## src/rtl/stmp_ram.sv

```systemverilog
// stmp_ram: generic single-port-write, single-read ram with registered read
// no dependencies
`default_nettype none
module stmp_ram #(
  parameter int WIDTH = 8,
  parameter int DEPTH = 16
) (
  input  wire                     clk,
  input  wire                     we,
  input  wire [$clog2(DEPTH)-1:0] waddr,
  input  wire [WIDTH-1:0]         wdata,
  input  wire [$clog2(DEPTH)-1:0] raddr,
  output logic [WIDTH-1:0]        rdata
);
  logic [WIDTH-1:0] mem [DEPTH];
  always_ff @(posedge clk) begin
    if (we) begin
      mem[waddr] <= wdata;
    end
    rdata <= mem[raddr];
  end
endmodule
`default_nettype wire

```

## config.mk

```make
export PLATFORM = sky130hd
export DESIGN_NAME = stmp_ram
export DESIGN_NICKNAME = d
export VERILOG_FILES = /design/src/rtl/stmp_ram.sv
export SDC_FILE = /design/constraint.sdc
export NUM_CORES = 1
export LEC_CHECK = 0
export ABC_AREA = 1
export BUFFER_PORTS_ARGS = -buffer_cell sky130_fd_sc_hd__buf_2
export CORE_MARGIN = 1.5
export CORE_UTILIZATION = 60
export CTS_CLUSTER_SIZE = 20
export DETAILED_ROUTE_END_ITERATION = 10
export PLACE_DENSITY_LB_ADDON = 0.15
export SETUP_SLACK_MARGIN = 0.15
export SYNTH_ARGS = -nofsm -noshare
export SYNTH_HDL_FRONTEND = slang
export SYNTH_SLANG_ARGS = --single-unit
```

## constraint.sdc

```tcl
create_clock -name clk -period 1.4 [get_ports clk]
set_input_delay 0.28 -clock clk [delete_from_list [all_inputs] [get_ports clk]]
set_output_delay 0.28 -clock clk [all_outputs]
set_load 0.05 [all_outputs]
```

Word level (Yosys, flattened, before mapping)
Memory sizes are Yosys's and may differ from the RTL's. A register that Yosys moved wholly into a read port is not among the register bits.
Index checks and enable logic that the tools add are counted.
{ "word_totals": {"ram_bits": 128, "in_bits": 18, "out_inout_bits": 8, "regBits": 0, "elab_cells": 3, "memories": 1} }
{ "classes": {"muxes": 2} }
{ "memory_table": {"columns": ["name", "depth", "width", "read_ports", "rd_clocked_by_memory_dff", "write_ports", "line", "source"], "rows": [
  ["mem", 16, 8, 1, 1, 1, "15", "logic [WIDTH-1:0] mem [DEPTH];"]
]} }
{ "ops": {"columns": ["cell", "n"], "rows": [
  ["$mux 1", 2]
]} }

Depth between registers and ports, before layout
{ "depth": {"ltp_word": 2, "depth_mapped": 8, "depth_no_buf": 7} }

Worst setup path before layout
OpenSTA, ideal clock, no wires.
{ "synth_path": {"path_kind": "in2reg", "startpoint": "input port waddr[2]", "endpoint": "memory mem[10][0] (enable)", "required_time_ns": 1.030, "setup_time_ns": 0.370, "path_stages": 2, "setup_slack_ns": 0.169, "t_arrival_ns": 0.861, "path_cell_list": "nand3b_1 > nor2_1"} }
{ "synth_rtl": {"columns": ["element", "line", "source"], "rows": [
  ["start: declaration", "10", "input wire [$clog2(DEPTH)-1:0] waddr,"],
  ["end: declaration", "15", null]
]} }
Straight into the memory's write port.

Final worst setup path
{ "layout_path": {"startpoint": "register rdata[7] (read register of mem)", "endpoint": "output port rdata[7]"} }
{ "layout_rtl": {"columns": ["element", "line", "source"], "rows": [
  ["start: declaration", "13", "output logic [WIDTH-1:0] rdata"]
]} }
No word-level cell between the ends.

==> flow_summary.json <==
{
  "routed_wire_length_per_instance_um": 16.4,
  "io_pins": 26,
  "worst_path_dominant_cell_family": "flip-flops",
  "synth-edff-count": 128,
  "maxCapViolCount": 0,
  "cp-end-kind": "output pin",
  "power_per_cell_area_nw_per_um2": 1400,
  "synth-seq-cells": 136,
  "finalSetupTns_ps": 0,
  "grt_first_pass_wirelength_um": 19100,
  "path_max_fanout": 1,
  "groute.layer.met1.usage": 0.338,
  "ant_nets": 0,
  "global_route.overflow_total": 0,
  "crit_type": "register to output pin",
  "final-max-slew-violation-count": 0,
  "grt_pass1_vias": 3700,
  "worst_min_delay_path_class": "input pin to register",
  "cts_setup_buffers": 0,
  "cp.buffers_inverters": 1,
  "final.min_clock_period_ps": 1290,
  "fp-row-count": 35,
  "clock_buffer_count_from_cts": 17,
  "n_antenna_cell": 0,
  "clock_insertion_delay_worst_skew_ps": 520,
  "required_time_of_the_worst_setup_path_ps": 1120,
  "final-setup-viol-count": 0,
  "vias": 3838,
  "fin_crit_sh": 0.920,
  "yosys_warning_count": 0,
  "start_util": 0.621,
  "number_of_antenna_violations_at_the_first_check_in_global_routing": 0,
  "synthesis.nets": 569,
  "post-dp-hpwl_um": 7350,
  "drt-initial-drc-count": 233,
  "static-leakage-power_nw": 2.95,
  "grtUsageMet2": 0.439,
  "report.final.hold_viol_count": 0,
  "finalCoreUtilization": 0.730,
  "crit_slowest_cell": "dfxtp_2",
  "layout_setup_ws_ps": 112,
  "drt-vias-per-instance": 5.20,
  "synthTopCellsByCount": "173 x nand2_1, 128 x edfxtp_1, 100 x inv_1, 97 x nand3_1, 17 x nor2_1",
  "cts_num_sinks": 136,
  "nets": 614,
  "rsz_0062_raised_after_global_routing": "yes",
  "drc": 0,
  "cell_with_the_most_instances_after_synthesis": "nand2_1",
  "io_buffers": 25,
  "grt_max_degree": 40,
  "post_cts_hold_buffer_count": 0,
  "filler_free_cell_count_of_the_finished_design": 738,
  "yosys_most_used_dff": "edfxtp_1",
  "multi_input_comb_area_um2": 1210,
  "clock_tree.root_cell": "clkbuf_8",
  "wirelength_um": 12100,
  "sequential_cell_area_um2": 4010,
  "drt-pass1-iter-count": 4,
  "numPlacedInstances": 706,
  "die_height_um": 101,
  "floorplan.core_area_um2": 9280,
  "cp_slowest_stage_delay_ps": 340,
  "fillers": 685,
  "ctsHtreeMaxLevel": 4,
  "worst_setup_path_start_kind": "register",
  "clock_skew_ps": 14.0,
  "dieWidth_um": 101,
  "share_of_the_yosys_chip_area_belonging_to_registers": 0.694,
  "status": "finished, final reports clean",
  "critical_path.cell_chain": "buf_8",
  "max_slew_margin": 0.736,
  "globalRouteMet3Util": 0.0569,
  "pre_cts_ws_ps": 23.7,
  "synth.lib_cells_used.distinct": 12,
  "cts.clk_slew.worst_paths_ps": 70,
  "ir_drop_mv": 0.802,
  "yosys-top-cells-area": "edfxtp_1 67%, nand2_1 11%, nand3_1 8.4%",
  "yosys.area.top_type_share": 0.667,
  "die_area_um2": 10200,
  "post_synth.cell_area_avg_um2": 10.5,
  "synth_cells": 551,
  "async_reset_ff_frac": 0,
  "synth_top_cell_by_area": "edfxtp_1",
  "fraction_of_layout_instances_using_a_drive_strength_above_1": 0.149,
  "cts_tree": "done",
  "grt-busiest-layer": "met2",
  "routabilityCongestion": 0.829,
  "cp.arrival_ps": 1010,
  "synthesis.area_um2": 5770,
  "tightest_slew_ps": 397,
  "max-clock-path-buffers": 2,
  "grtUsageTotal": 0.263,
  "fmaxAchievable_ghz": 0.776,
  "synthToLayoutAreaGrowth_pct": 17.6
}
registers in the layout (all words and copies together) (netlist names):
signal and cells:
mem 128, rdata 8
power by group:
part	switching, mW	internal (mW)
sequential	0.0357	4.56
clock	1.69	2.54
combinational	0.473	0.231
per-stage QoR:
stage               area [um2]  hold WS [ps]  total power [mW]
global route              6780           125              9.82
global placement          6120           644              5.30
CTS                       6760           105              9.57
finish                    6780           128              9.52
detailed placement        6120           648              5.31
floorplan                 5770           379              5.07
final cells by class:
type                            count  area share
Clock buffer                       18      0.0616
Clock inverter                     14      0.0221
Inverter                          102      0.0565
Multi-Input combinational cell    289       0.179
Sequential cell                   136       0.592
Tap cell                          129      0.0238
Timing Repair Buffer               50      0.0648
final timing paths:
check                  start       end  slack, ps  cells past startpoint
setup reg to reg   mem[5][6]  rdata[6]        340                      6
hold reg to reg   mem[10][7]  rdata[7]        660                      6
setup / recovery    rdata[7]  rdata[7]        110                      1
hold / removal      raddr[3]  rdata[5]        130                      3
per-layer routing:
metal,vias up,share of wire
met5,-,0
met4,0,0.020
met3,16,0.059
met2,150,0.50
met1,1808,0.42
li1,1864,-
kinds of logic (layout without fill, tap and decap cells):
group                  after synthesis  count (layout)  synth area share
buffers and inverters              126             184            0.0952
flip-flops                         136             136             0.694
AND/OR/NAND/NOR                    289             289             0.210
timing repair:
item                                    in CTS  in global routing
resized for setup                           27                  4
endpoints found under the setup margin       8                  8
gates cloned                                 0                  0
placed cells by master (no fill, tap or decap):
| master | instances |
|---|---|
| nand3b_1 | 2 |
| nor2_1 | 17 |
| clkbuf_1 | 1 |
| nand3_1 | 97 |
| clkbuf_16 | 16 |
| clkinv_4 | 1 |
| clkinvlp_4 | 6 |
| buf_6 | 1 |
| bufinv_16 | 2 |
| clkbuf_8 | 1 |
| nand2_1 | 173 |
| clkinv_2 | 2 |
| buf_8 | 7 |
| edfxtp_1 | 128 |
| dfxtp_2 | 8 |
| inv_1 | 100 |
| inv_2 | 2 |
| buf_12 | 4 |
| buf_2 | 17 |
| inv_6 | 3 |
| buf_4 | 21 |
Power figures use the tool's default switching activity.
